==> config.mk <==
export PLATFORM = sky130hd
export DESIGN_NAME = cdg_grad_div
export DESIGN_NICKNAME = d
export VERILOG_FILES = /design/src/design/cdg_pkg.sv /design/src/design/cdg_grad_div.sv
export SDC_FILE = /design/constraint.sdc
export NUM_CORES = 2
export LEC_CHECK = 0
export BUFFER_PORTS_ARGS = -buffer_cell sky130_fd_sc_hd__buf_4
export CAP_MARGIN = 20
export CORE_MARGIN = 2
export CORE_UTILIZATION = 52
export CTS_CLUSTER_SIZE = 30
export DETAILED_ROUTE_END_ITERATION = 10
export PLACE_DENSITY = 0.68
export SLEW_MARGIN = 10
export SYNTH_ARGS = -nofsm -noshare
export SYNTH_HDL_FRONTEND = slang
export SYNTH_SLANG_ARGS = --single-unit
==> constraint.sdc <==
create_clock -name aclk -period 7.75 [get_ports aclk]
set_input_delay 1.55 -clock aclk [delete_from_list [all_inputs] [get_ports aclk]]
set_output_delay 1.55 -clock aclk [all_outputs]
set_load 0.01 [all_outputs]
==> src/design/cdg_pkg.sv <==
// ----------------------------------------------------------------------------
// cdg_pkg
// Shared widths, register indexes, sideband types and rounding helper for the
// cylinder distance and gradient pipeline.
// ----------------------------------------------------------------------------
package cdg_pkg;

    localparam int FRAC_BITS  = 16;
    localparam int QBITS      = FRAC_BITS + 1;   // gradient quotient bits
    localparam int GRAD_ONE   = 1 << FRAC_BITS;
    localparam int GW         = 18;              // gradient field width
    localparam int GRAD_MAX   = (1 << (GW - 1)) - 1;
    localparam int DW         = 32;              // distance / coordinate width
    localparam int U_SHIFT    = 29;              // unit axis has length 2^29
    localparam int UW         = 31;              // signed unit axis component
    localparam int PW         = 33;              // point minus center
    localparam int PRODW      = PW + UW;
    localparam int DOTW       = PRODW + 2;
    localparam int TW         = 36;              // axial coordinate
    localparam int TUW        = TW + UW;
    localparam int RW         = 70;              // rounding helper width
    localparam int VW         = 36;              // perpendicular component
    localparam int SW         = 31;              // scaled magnitude
    localparam int KW         = 3;               // scale shift
    localparam int SQW        = 64;
    localparam int SQRT_STEPS = 32;
    localparam int LW         = 33;              // rounded length
    localparam int CIW        = 3;               // config index width

    localparam logic [CIW-1:0] REG_CENTER_X = 3'd0;
    localparam logic [CIW-1:0] REG_CENTER_Y = 3'd1;
    localparam logic [CIW-1:0] REG_CENTER_Z = 3'd2;
    localparam logic [CIW-1:0] REG_RADIUS   = 3'd3;
    localparam logic [CIW-1:0] REG_AXIS_X   = 3'd4;
    localparam logic [CIW-1:0] REG_AXIS_Y   = 3'd5;
    localparam logic [CIW-1:0] REG_AXIS_Z   = 3'd6;

    typedef struct packed {
        logic [2:0]          neg;
        logic [2:0][SW-1:0]  mag;
        logic [KW-1:0]       k;
    } sqrt_side_t;

    typedef struct packed {
        logic signed [DW-1:0] sdist;
        logic                 on_axis;
        logic [2:0]           neg;
    } grad_side_t;

    // x / 2^29, round to nearest, halves away from zero
    function automatic logic signed [RW-1:0] rnd_sh29(input logic signed [RW-1:0] x);
        logic [RW-1:0] mag;
        logic [RW-1:0] r;
        mag = x[RW-1] ? $unsigned(-x) : $unsigned(x);
        r   = (mag + (RW'(1) << (U_SHIFT - 1))) >> U_SHIFT;
        return x[RW-1] ? -$signed(r) : $signed(r);
    endfunction

endpackage

==> src/design/cdg_grad_div.sv <==
// ----------------------------------------------------------------------------
// cdg_grad_div
// Pipelined restoring divider for one gradient component:
// round(mag * 2^FRAC_BITS / len), one quotient bit per stage.
// ----------------------------------------------------------------------------
module cdg_grad_div import cdg_pkg::*; (
    input  logic             aclk,
    input  logic             adv,
    input  logic [SW-1:0]    mag,
    input  logic [LW-1:0]    len,
    output logic [QBITS-1:0] quo
);

    localparam int NW = LW + QBITS;

    logic [NW-1:0]    num;
    logic [LW-1:0]    rem_reg [QBITS];
    logic [QBITS-1:0] low_reg [QBITS];
    logic [QBITS-1:0] q_reg [QBITS];
    logic [LW-1:0]    d_reg [QBITS];
    logic [LW-1:0]    rem_in [QBITS];
    logic [QBITS-1:0] low_in [QBITS];
    logic [QBITS-1:0] q_in [QBITS];
    logic [LW-1:0]    d_in [QBITS];

    // numerator stays below len * 2^QBITS, so the top part starts below len
    assign num = (NW'(mag) << FRAC_BITS) + NW'(len >> 1);

    for (genvar j = 0; j < QBITS; j++) begin : g_step
        logic [LW:0] trial;
        logic        ge;

        if (j == 0) begin : g_first
            assign rem_in[j] = num[NW-1:QBITS];
            assign low_in[j] = num[QBITS-1:0];
            assign q_in[j]   = '0;
            assign d_in[j]   = len;
        end else begin : g_next
            assign rem_in[j] = rem_reg[j-1];
            assign low_in[j] = low_reg[j-1];
            assign q_in[j]   = q_reg[j-1];
            assign d_in[j]   = d_reg[j-1];
        end

        assign trial = {rem_in[j], low_in[j][QBITS-1-j]};
        assign ge    = trial >= {1'b0, d_in[j]};

        always_ff @(posedge aclk) begin
            if (adv) begin
                rem_reg[j] <= ge ? LW'(trial - {1'b0, d_in[j]}) : trial[LW-1:0];
                low_reg[j] <= low_in[j];
                q_reg[j]   <= q_in[j] | (QBITS'(ge) << (QBITS - 1 - j));
                d_reg[j]   <= d_in[j];
            end
        end
    end

    assign quo = q_reg[QBITS-1];

endmodule

==> results.toml <==
[run_status]
status = "finished clean"

[drt]
drtPass1Iterations = 6
wl_per_cell_um = 18.75
viasPerCell = 5.715
wirelength_um = 159400
drc_errors = 0
dr_wl_met3_um = 4287
drt-met1-wl_um = 54360
top_layer_used = "met4"
drtAntennaViolNets = 0
met2_length_um = 91080
drt-initial-drc-count = 2664
dr_total_vias = 48590

[timing]
fin_ws_ps = 1644
hold_violations = 0
slew_viol_final = 0
slew_headroom = 0.3193
setup_violations = 0
worst-slew-pin-transition_ps = 1012
post-route-period-util = 0.7878
post-route-min-period_ps = 6106
max_freq_ghz = 0.1638
setup_tns_ps = 0
rsz0062_at_grt = "false"
finalClockSkew_ps = 27.41

[floorplan]
dieWidth_um = 375.6
die_area_um2 = 141100
core_area_um2 = 137300
num_rows = 136
fp.dieH_um = 375.6
io_pins = 83
start_util = 0.5228

[worst_setup_path]
r2r_start = "low_reg[0][207]$_DFFE_PP_"
crit_path_start = "mag[1]"
critPathCapture = "rem_reg[0][28]$_DFFE_PP_"
crit_path_start_kind = "primary input"
reg2reg_to = "rem_reg[0][433]$_DFFE_PP_"
crit_type = "primary input to register"
cp_max_fo = 8
ff2ff_path_depth = 13
required_ps = 8260
crit_arrival_ps = 6620
reg2reg_slack_ps = 2750
end_kind = "register"

[worst_hold_path]
min_path_cells = 0
holdCritStartpoint = "q_reg[0][113]$_DFFE_PP_"
hold_class = "register to register"

[pwr]
p_per_area_nw_per_um2 = 410.8
p_int_mw = 20.51
power.share.sequential = 0.328
clkPwrFrac = 0.198
ir_worst_vdd_mv = 0.1911
leakagePower_nw = 32.67
swShare = 0.3685
combPwrFrac = 0.474
switchingPower_mw = 11.97

[synth]
yosysTopAreaCellShare = 0.5057
synthFlopType = "edfxtp_1"
yosysSeqAreaShare = 0.5057
syn_nets = 7130
syn_avg_cell_area_um2 = 11.10
synth-edff-count = 1209
synth_warnings = 0
synth.distinct_cells = 79
syn_inst = 6471
synth_seq_cells = 1209
yosysTopAreaCell = "edfxtp_1"
syn_area_um2 = 71800
postSynth.asyncResetShare = 0
synth_area_leaders = "edfxtp_1, ha_1, mux2_2"

[cts]
cts_max_level = 4
cts_setup_buffers = 0
cts_buffers = 140
hold_buffers = 0
cts.sinks = 1209
clkLatencyLatePin_ps = 760
clock_path_buffers = 3
cts_resized = 0
cts.clk_slew.worst_paths_ps = 60
cts_tree = "built"
cts_root_buffer = "clkbuf_16"

[placement]
place.gp.congestion = 0.9467
placed_cell_area_um2 = 74560
pre_cts_slack_ps = 847.2
port_buffers = 82
dp_cells = 8250
detailed_place_hpwl_um = 122600

[global_route]
grt_pass1_vias = 50390
antenna_found_initial = 0
grt_overflow = 0
grt_pass1_wl_um = 252700
grt_max_degree = 174
grt_use_total = 0.2253

[finish]
postLayoutCellArea_um2 = 79040
drive_above_1_share = 0.09659
antenna_cells = 0
largest_reg_flops = 528
mostFrequentLayoutCells = "edfxtp_1, inv_1, ha_1, a21oi_1, nand2_1"
final_cells = 8503
syn_to_final_growth_pct = 10.09
final_common_cell = "edfxtp_1"
nets = 7257

[job]
drv_cap = 0
power by group through the flow:
stage | Sequential (mW) | Combinational (mW) | Clock [mW]
after floorplan | 10.4 | 11.8 | 0
after global placement | 10.7 | 15.0 | 0
after detailed placement | 10.8 | 15.2 | 0
after CTS | 10.7 | 15.3 | 6.58
after global routing | 10.8 | 17.0 | 6.82
final | 10.7 | 15.4 | 6.42
final cells by class:
cell class / count / area, µm²
inverter: 669 / 2511
fill: 11320 / 58280
timing repair buffer: 117 / 965.9
multi-input combinational: 4461 / 32530
sequential: 1209 / 36300
clock inverter: 76 / 669.4
clock buffer: 177 / 3812
tap: 1794 / 2245
cell families (layout without fill, tap and decap cells):
logic type	count (synthesis)	after routing	synth area share
AOI/OAI and AO/OA	1716	1716	0.1495
xor gates and xnor gates	458	458	0.05587
adders and majority gates	593	593	0.1051
buffers and inverters	801	1039	0.04228
DFF	1209	1209	0.5057
muxes	306	306	0.04899
and+or+nand+nor	1388	1388	0.09257
cells in the mapped netlist (11+ instances only):
cell type	number
o41ai_1	12
a211oi_1	40
a41oi_1	12
ha_1	576
o211ai_1	33
a31o_2	11
inv_1	667
o21ai_0	447
a31oi_1	57
nand2b_1	70
o21bai_1	57
nand3_1	92
a211o_1	19
xor2_1	190
and3_1	64
fa_1	17
buf_1	13
o31a_1	36
mux2_4	27
or2_2	20
nor4_1	18
and4_1	22
o21a_1	104
clkbuf_1	111
xnor2_1	268
or3_1	29
a21oi_1	492
nor2_1	287
nor3_1	83
a21o_1	232
o31ai_1	47
nand2_1	479
mux2i_1	24
a21boi_0	19
edfxtp_1	1209
nand4_1	85
nor2b_1	94
mux2_2	255
and2_1	25
per-layer routing:
layer,vias to the layer above,track usage
li1,24080,-
met1,23090,0.2018
met2,967,0.4656
met3,453,0.03051
met4,0,0.1340
met5,-,0
how the worst min path moves through the flow:
| stage | endpoint | slack, ps |
|---|---|---|
| after detailed placement | q_reg[0][130]$_DFFE_PP_ | 400 |
| after CTS | q_reg[0][130]$_DFFE_PP_ | 410 |
| final | q_reg[0][130]$_DFFE_PP_ | 410 |
| after global placement | q_reg[0][261]$_DFFE_PP_ | 400 |
| after floorplan | q_reg[0][100]$_DFFE_PP_ | 400 |
| after global routing | q_reg[0][264]$_DFFE_PP_ | 420 |
metrics by stage:
step | total power, mW | hold slack, ps | utilization
floorplan | 22.25 | 400.3 | -
global placement | 25.71 | 400.1 | 0.5429
detailed placement | 26.02 | 404.5 | 0.5429
CTS | 32.58 | 411.3 | 0.5756
global route | 34.72 | 418.0 | 0.5756
finish | 32.47 | 409.7 | 0.5756
critical path, cell delays in order:
cell      delay [ps]
buf_4            120
ha_1             290
a21o_1           200
a211oi_1         300
o21ai_0          170
a41o_1           320
a311o_1          360
a21boi_1         580
nor2_1           130
xor2_1           190
ha_1             400
a21o_1           190
a21oi_1          180
o21ai_0          110
a21oi_1          350
o211ai_1         240
a21oi_4          210
clkinv_1         320
mux2_2           390
(Power assumes the default switching activity.)
