File: config.mk
export PLATFORM = sky130hd
export DESIGN_NAME = cdg_axis_norm
export DESIGN_NICKNAME = d
export VERILOG_FILES = /design/src/design/cdg_pkg.sv /design/src/design/cdg_axis_norm.sv
export SDC_FILE = /design/constraint.sdc
export NUM_CORES = 2
export LEC_CHECK = 0
export BUFFER_PORTS_ARGS = -buffer_cell sky130_fd_sc_hd__buf_2
export CAP_MARGIN = 10
export CORE_ASPECT_RATIO = 1.2
export CORE_MARGIN = 4
export CORE_UTILIZATION = 62
export CTS_BUF_LIST = sky130_fd_sc_hd__clkbuf_2
export CTS_CLUSTER_SIZE = 14
export DETAILED_ROUTE_END_ITERATION = 10
export PLACE_DENSITY = 0.89
export SLEW_MARGIN = 0
export SYNTH_ARGS = -nofsm -noshare
export SYNTH_HDL_FRONTEND = slang
export SYNTH_SLANG_ARGS = --single-unit
File: constraint.sdc
create_clock -name aclk -period 14.6 [get_ports aclk]
set_clock_uncertainty 0.1 [all_clocks]
set_input_delay 2.92 -clock aclk [delete_from_list [all_inputs] [get_ports aclk]]
set_output_delay 2.92 -clock aclk [all_outputs]
set_load 0.05 [all_outputs]
File: src/design/cdg_pkg.sv
// ----------------------------------------------------------------------------
// cdg_pkg
// Shared widths, register indexes, sideband types and rounding helper for the
// cylinder distance and gradient pipeline.
// ----------------------------------------------------------------------------
package cdg_pkg;

    localparam int FRAC_BITS  = 16;
    localparam int QBITS      = FRAC_BITS + 1;   // gradient quotient bits
    localparam int GRAD_ONE   = 1 << FRAC_BITS;
    localparam int GW         = 18;              // gradient field width
    localparam int GRAD_MAX   = (1 << (GW - 1)) - 1;
    localparam int DW         = 32;              // distance / coordinate width
    localparam int U_SHIFT    = 29;              // unit axis has length 2^29
    localparam int UW         = 31;              // signed unit axis component
    localparam int PW         = 33;              // point minus center
    localparam int PRODW      = PW + UW;
    localparam int DOTW       = PRODW + 2;
    localparam int TW         = 36;              // axial coordinate
    localparam int TUW        = TW + UW;
    localparam int RW         = 70;              // rounding helper width
    localparam int VW         = 36;              // perpendicular component
    localparam int SW         = 31;              // scaled magnitude
    localparam int KW         = 3;               // scale shift
    localparam int SQW        = 64;
    localparam int SQRT_STEPS = 32;
    localparam int LW         = 33;              // rounded length
    localparam int CIW        = 3;               // config index width

    localparam logic [CIW-1:0] REG_CENTER_X = 3'd0;
    localparam logic [CIW-1:0] REG_CENTER_Y = 3'd1;
    localparam logic [CIW-1:0] REG_CENTER_Z = 3'd2;
    localparam logic [CIW-1:0] REG_RADIUS   = 3'd3;
    localparam logic [CIW-1:0] REG_AXIS_X   = 3'd4;
    localparam logic [CIW-1:0] REG_AXIS_Y   = 3'd5;
    localparam logic [CIW-1:0] REG_AXIS_Z   = 3'd6;

    typedef struct packed {
        logic [2:0]          neg;
        logic [2:0][SW-1:0]  mag;
        logic [KW-1:0]       k;
    } sqrt_side_t;

    typedef struct packed {
        logic signed [DW-1:0] sdist;
        logic                 on_axis;
        logic [2:0]           neg;
    } grad_side_t;

    // x / 2^29, round to nearest, halves away from zero
    function automatic logic signed [RW-1:0] rnd_sh29(input logic signed [RW-1:0] x);
        logic [RW-1:0] mag;
        logic [RW-1:0] r;
        mag = x[RW-1] ? $unsigned(-x) : $unsigned(x);
        r   = (mag + (RW'(1) << (U_SHIFT - 1))) >> U_SHIFT;
        return x[RW-1] ? -$signed(r) : $signed(r);
    endfunction

endpackage

File: src/design/cdg_axis_norm.sv
// ----------------------------------------------------------------------------
// cdg_axis_norm
// Sequential axis normalizer: leading shift, sum of squares, bitwise square
// root and three long divisions produce the 2^29-scaled unit axis.
// ----------------------------------------------------------------------------
module cdg_axis_norm import cdg_pkg::*; (
    input  logic                 aclk,
    input  logic                 aresetn,
    input  logic                 start,
    input  logic signed [31:0]   axis [3],
    output logic signed [UW-1:0] u [3],
    output logic                 busy
);

    localparam logic [2:0] ST_IDLE = 3'd0;
    localparam logic [2:0] ST_LOAD = 3'd1;
    localparam logic [2:0] ST_NORM = 3'd2;
    localparam logic [2:0] ST_SQ   = 3'd3;
    localparam logic [2:0] ST_SQRT = 3'd4;
    localparam logic [2:0] ST_DSET = 3'd5;
    localparam logic [2:0] ST_DIV  = 3'd6;

    logic [2:0]          state_reg, state_next;
    logic [31:0]         am_reg [3];
    logic [31:0]         am_next [3];
    logic [2:0]          neg_reg, neg_next;
    logic [4:0]          cnt_reg, cnt_next;
    logic [1:0]          comp_reg, comp_next;
    logic [63:0]         x_reg, x_next;
    logic [63:0]         res_reg, res_next;
    logic [31:0]         lsq_reg, lsq_next;
    logic [31:0]         rem_reg, rem_next;
    logic [30:0]         nlo_reg, nlo_next;
    logic [30:0]         q_reg, q_next;
    logic signed [UW-1:0] u_reg [3];
    logic signed [UW-1:0] u_next [3];

    logic [63:0] bitv;
    logic [64:0] strial;
    logic [60:0] num;
    logic [32:0] dtrial;
    logic        ge;

    always_comb begin
        state_next = state_reg;
        am_next    = am_reg;
        neg_next   = neg_reg;
        cnt_next   = cnt_reg;
        comp_next  = comp_reg;
        x_next     = x_reg;
        res_next   = res_reg;
        lsq_next   = lsq_reg;
        rem_next   = rem_reg;
        nlo_next   = nlo_reg;
        q_next     = q_reg;
        u_next     = u_reg;
        bitv       = 64'd1 << (6'd62 - {cnt_reg, 1'b0});
        strial     = {1'b0, res_reg} + {1'b0, bitv};
        num        = {am_reg[comp_reg][31:0], 29'd0} + 61'(lsq_reg >> 1);
        dtrial     = {rem_reg, nlo_reg[30]};
        ge         = dtrial >= {1'b0, lsq_reg};
        case (state_reg)
            ST_LOAD: begin
                for (int i = 0; i < 3; i++) begin
                    am_next[i]  = axis[i][31] ? $unsigned(-axis[i]) : $unsigned(axis[i]);
                    neg_next[i] = axis[i][31];
                end
                if (axis[0] == '0 && axis[1] == '0 && axis[2] == '0) begin
                    // degenerate axis falls back to +z
                    u_next[0]  = '0;
                    u_next[1]  = '0;
                    u_next[2]  = UW'(1 << U_SHIFT);
                    state_next = ST_IDLE;
                end else begin
                    state_next = ST_NORM;
                end
            end
            ST_NORM: begin
                if ((am_reg[0][31:30] | am_reg[1][31:30] | am_reg[2][31:30]) != 2'b00) begin
                    state_next = ST_SQ;
                    cnt_next   = '0;
                    x_next     = '0;
                end else begin
                    for (int i = 0; i < 3; i++) am_next[i] = am_reg[i] << 1;
                end
            end
            ST_SQ: begin
                x_next = x_reg + 64'(am_reg[cnt_reg[1:0]]) * 64'(am_reg[cnt_reg[1:0]]);
                if (cnt_reg == 5'd2) begin
                    state_next = ST_SQRT;
                    cnt_next   = '0;
                    res_next   = '0;
                end else begin
                    cnt_next = cnt_reg + 5'd1;
                end
            end
            ST_SQRT: begin
                if ({1'b0, x_reg} >= strial) begin
                    x_next   = x_reg - strial[63:0];
                    res_next = (res_reg >> 1) + bitv;
                end else begin
                    res_next = res_reg >> 1;
                end
                cnt_next = cnt_reg + 5'd1;
                if (cnt_reg == 5'd31) begin
                    lsq_next   = res_next[31:0];
                    comp_next  = '0;
                    state_next = ST_DSET;
                end
            end
            ST_DSET: begin
                rem_next   = 32'(num[60:31]);
                nlo_next   = num[30:0];
                q_next     = '0;
                cnt_next   = '0;
                state_next = ST_DIV;
            end
            ST_DIV: begin
                rem_next = ge ? 32'(dtrial - {1'b0, lsq_reg}) : dtrial[31:0];
                nlo_next = nlo_reg << 1;
                q_next   = {q_reg[29:0], ge};
                cnt_next = cnt_reg + 5'd1;
                if (cnt_reg == 5'd30) begin
                    u_next[comp_reg] = neg_reg[comp_reg] ? UW'(-$signed({1'b0, q_next}))
                                                         : UW'($signed({1'b0, q_next}));
                    if (comp_reg == 2'd2) begin
                        state_next = ST_IDLE;
                    end else begin
                        comp_next  = comp_reg + 2'd1;
                        state_next = ST_DSET;
                    end
                end
            end
            default: state_next = ST_IDLE;
        endcase
        if (start) state_next = ST_LOAD;
    end

    always_ff @(posedge aclk) begin
        if (!aresetn) begin
            state_reg <= ST_IDLE;
            u_reg[0]  <= '0;
            u_reg[1]  <= '0;
            u_reg[2]  <= UW'(1 << U_SHIFT);
        end else begin
            state_reg <= state_next;
            u_reg     <= u_next;
        end
    end

    always_ff @(posedge aclk) begin
        am_reg   <= am_next;
        neg_reg  <= neg_next;
        cnt_reg  <= cnt_next;
        comp_reg <= comp_next;
        x_reg    <= x_next;
        res_reg  <= res_next;
        lsq_reg  <= lsq_next;
        rem_reg  <= rem_next;
        nlo_reg  <= nlo_next;
        q_reg    <= q_next;
    end

    assign u    = u_reg;
    assign busy = state_reg != ST_IDLE;

endmodule

==> run_results.csv <==
group,metric,value,unit
run_status,status,"completed",
clock_network,ctsHtreeMaxLevel,3,
final_layout,final_cell_area,0.0645,mm²
flow_run,cap_viol_max_count,0,
setup_path,worst_r2r_path_depth,28,
placed_design,finalWeightedCongestion,1.02,
sta,period_needed,11480,ps
final_layout,largest_register_ffs,96,
synth,post_synth_instance_area,0.0615,mm²
setup_path,worst-r2r-setup-slack,3120,ps
synth,synth-main-ff-cell,"edfxtp_1",
setup_path,critical_path.reg2reg.startpoint,"cnt_reg[1]",
floorplanning,core,0.0984,mm²
clock_network,cts_hold_repair.buffers,0,
synth,top_post_synthesis_cells_by_area,"fa_1 29%, edfxtp_1 18%, ha_1 8.6%, inv_1 5.3%, nand2_1 4.5%",
hold_path,startpoint_of_the_lowest_slack_hold_path,"nlo_reg[15]",
floorplanning,rows,126,
clock_network,ctsRootBufferMaster,"clkbuf_2",
synth,post_synth.cell_area_avg,9.34,µm²
sta,rsz0062_at_grt,"false",
routing,drt_first_iter_violations,4807,
synth,synth_nets,7991,
synth,synth_edf_count,359,
synth,synth.yosys.seq_area_share,20.7,%
clock_network,clock_latency,1390,ps
floorplanning,top_level_ports,193,
routing,first_pass_iters,9,
sta,finalSetupViolCount,0,
setup_path,crit_arrival,12520,ps
setup_path,startpoint,"cnt_reg[1]",
routing,routed-via-count,51700,
placed_design,placed_area,0.0634,mm²
setup_path,crit_path_capture,"x_reg[52]",
setup_path,crit_path_required_time,15640,ps
sta,timing.max_slew.rel_slack,5.31,%
floorplanning,die_width,295,µm
routing,totalWireLength,191000,µm
synth,postSynthCellCount,6585,
floorplanning,initial_core_util,62.5,%
setup_path,timing_worst_setup_path_type,"register to register",
clock_network,tritoncts,"built",
setup_path,cp_slowest_cell,"clkinv_1",
synth,yosys_register_bits,455,
setup_path,critical_path.startpoint_type,"register",
setup_path,cp_slowest_stage_delay,1170,ps
synth,synth.top_cell.area_share,28.8,%
routing,detail_route.drc_violations,0,
setup_path,crit_top_cell,"fa_1",
setup_path,critical_path.max_fanout,26,
sta,tns,0,ps
setup_path,timing.rr.end,"x_reg[52]",
synth,synthesis.yosys.warnings,0,
sta,final_min_period_over_clock_period,78.6,%
global_route,grt_start_max_net_pins,102,
global_route,grt_pass1_vias,53900,
synth,synth_async_sr_flop_share,0,%
routing,antenna_left,0,
sta,worstMarginPinSlew,1420,ps
synth,synth.largest_area_cell,"fa_1",
final_layout,share_of_post_route_cells_with_drive_strength_above_1,8.19,%
clock_network,worst_setup_hold_path_clk_slew,120,ps
clock_network,cts_inserted_buffers,110,
floorplanning,dieHeight,353,µm
sta,max_freq,87.1,MHz
global_route,initial_antenna_violation_count,15,
clock_network,cts.repair.resized,0,
clock_network,clock_tree.buffer_depth,3,
placed_design,port_buffers,192,
synth,synthDistinctLibCells,102,
routing,post_drt_wl_per_cell,23.8,µm
placed_design,post-dp-hpwl,149000,µm
global_route,grt_first_pass_wirelength,296000,µm
sta,maxSlewViolCount,0,
routing,route.detailed.vias_per_inst,6.43,
global_route,gr_usage_total,36.7,%
final_layout,filler_cell_count,7765,
final_layout,nNetsFinal,8073,
clock_network,clkSinkCount,455,
clock_network,post_cts_buffers,0,
hold_path,hold_path.class,"register to register",
global_route,grt-ovfl-total,0,
sta,report.final.hold_viol_count,0,
setup_path,timing.critical_path.to_type,"register",
floorplanning,die-area,0.104,mm²
final_layout,syn_to_final_growth,4.88,%
-- final cells by class --
| type | count | area [µm²] | area share [%] |
|---|---|---|---|
| well taps | 1280 | 1600 | 2.48 |
| clock inverters | 38 | 215 | 0.334 |
| diodes | 17 | 42.5 | 0.0660 |
| flip-flops and latches | 455 | 12700 | 19.7 |
| multi-input cells | 4963 | 44400 | 68.8 |
| inverters | 877 | 3290 | 5.10 |
| clock buffers | 162 | 811 | 1.26 |
| repair buffers | 260 | 1470 | 2.28 |
-- placed cells by master (no fill, tap or decap), types with 46 or more instances in the layout --
cell / instances
nor2_1: 548
dfxtp_1: 96
a21oi_1: 274
nand2_1: 742
o21ai_0: 352
o31ai_1: 46
o22ai_1: 59
mux2i_1: 78
buf_2: 192
nand4_1: 96
edfxtp_1: 359
xnor2_1: 165
ha_1: 422
a21o_1: 110
and3_1: 56
xor2_1: 246
a31oi_1: 113
fa_1: 885
buf_4: 67
clkbuf_2: 162
nand3_1: 88
inv_1: 863
-- critical path, delay by kind of cell (launching register included) --
family                     cells  cell delay [ps]
xor gates and xnor gates       1              190
adders and majority gates      9             4330
and+or+nand+nor                4             1060
muxes                          1              250
DFF                            1              820
buffers and inverters          5             1900
AOI/OAI and AO/OA              8             2730
-- worst min path at each step --
stage / depth (start not counted) / end
after global placement: 1 / u[83]
after global routing: 2 / nlo_reg[9]
final: 2 / nlo_reg[16]
after CTS: 2 / nlo_reg[9]
after detailed placement: 1 / u[83]
after floorplan: 2 / nlo_reg[29]
-- synthesized netlist by cell type (all sizes together), types with 20 or more instances --
master and count:
a21oi 282, buf 63, xor2 246, o21ai 374, nand4 97, o21a 25
a31oi 114, mux2i 78, or3 35, a211oi 37, o22ai 60, a21o 110
o21bai 41, o41ai 26, and3 56, edfxtp 359, and2 46, dfxtp 96
o2bb2ai 29, fa 885, xnor2 165, nand2 745, inv 866, nand2b 35
ha 422, nor2 551, nor3 58, nand3 88, nor2b 38, or4 20
clkbuf 227, o31ai 51, nor4 28
-- logic make-up after synthesis --
kind of cell,share of synthesized area [%]
flip-flops,20.7
adder cells (fa/ha/maj),37.4
AND/OR/NAND/NOR,13.8
XOR/XNOR,5.85
buffers and inverters,7.33
multiplexers,1.43
AO/OA/AOI/OAI,13.5
-- per-layer routing --
metal  wire length [µm]  global-route usage, %  vias to the layer above
met4              16900                   26.5                        4
met2              90700                   59.9                     3099
met1              63600                   41.4                    25200
met5                 23                      0                        -
met3              20100                   9.93                     1008
li1                   -                      -                    22400
-- per-stage QoR --
stage | std cells | utilization [%] | worst slack, ps | hold slack (ps)
floorplan | 6585 | - | 4410 | 384
global placement | 7833 | 64.5 | 3500 | 343
detailed placement | 7833 | 64.5 | 3120 | 350
CTS | 8033 | 65.5 | 3220 | 303
global route | 8045 | 65.5 | 2770 | 339
finish | 8052 | 65.6 | 3120 | 309
Power is left out: the tool's default activity adds up to more than one toggle a clock period on the data nets, which glitch-free logic cannot reach.
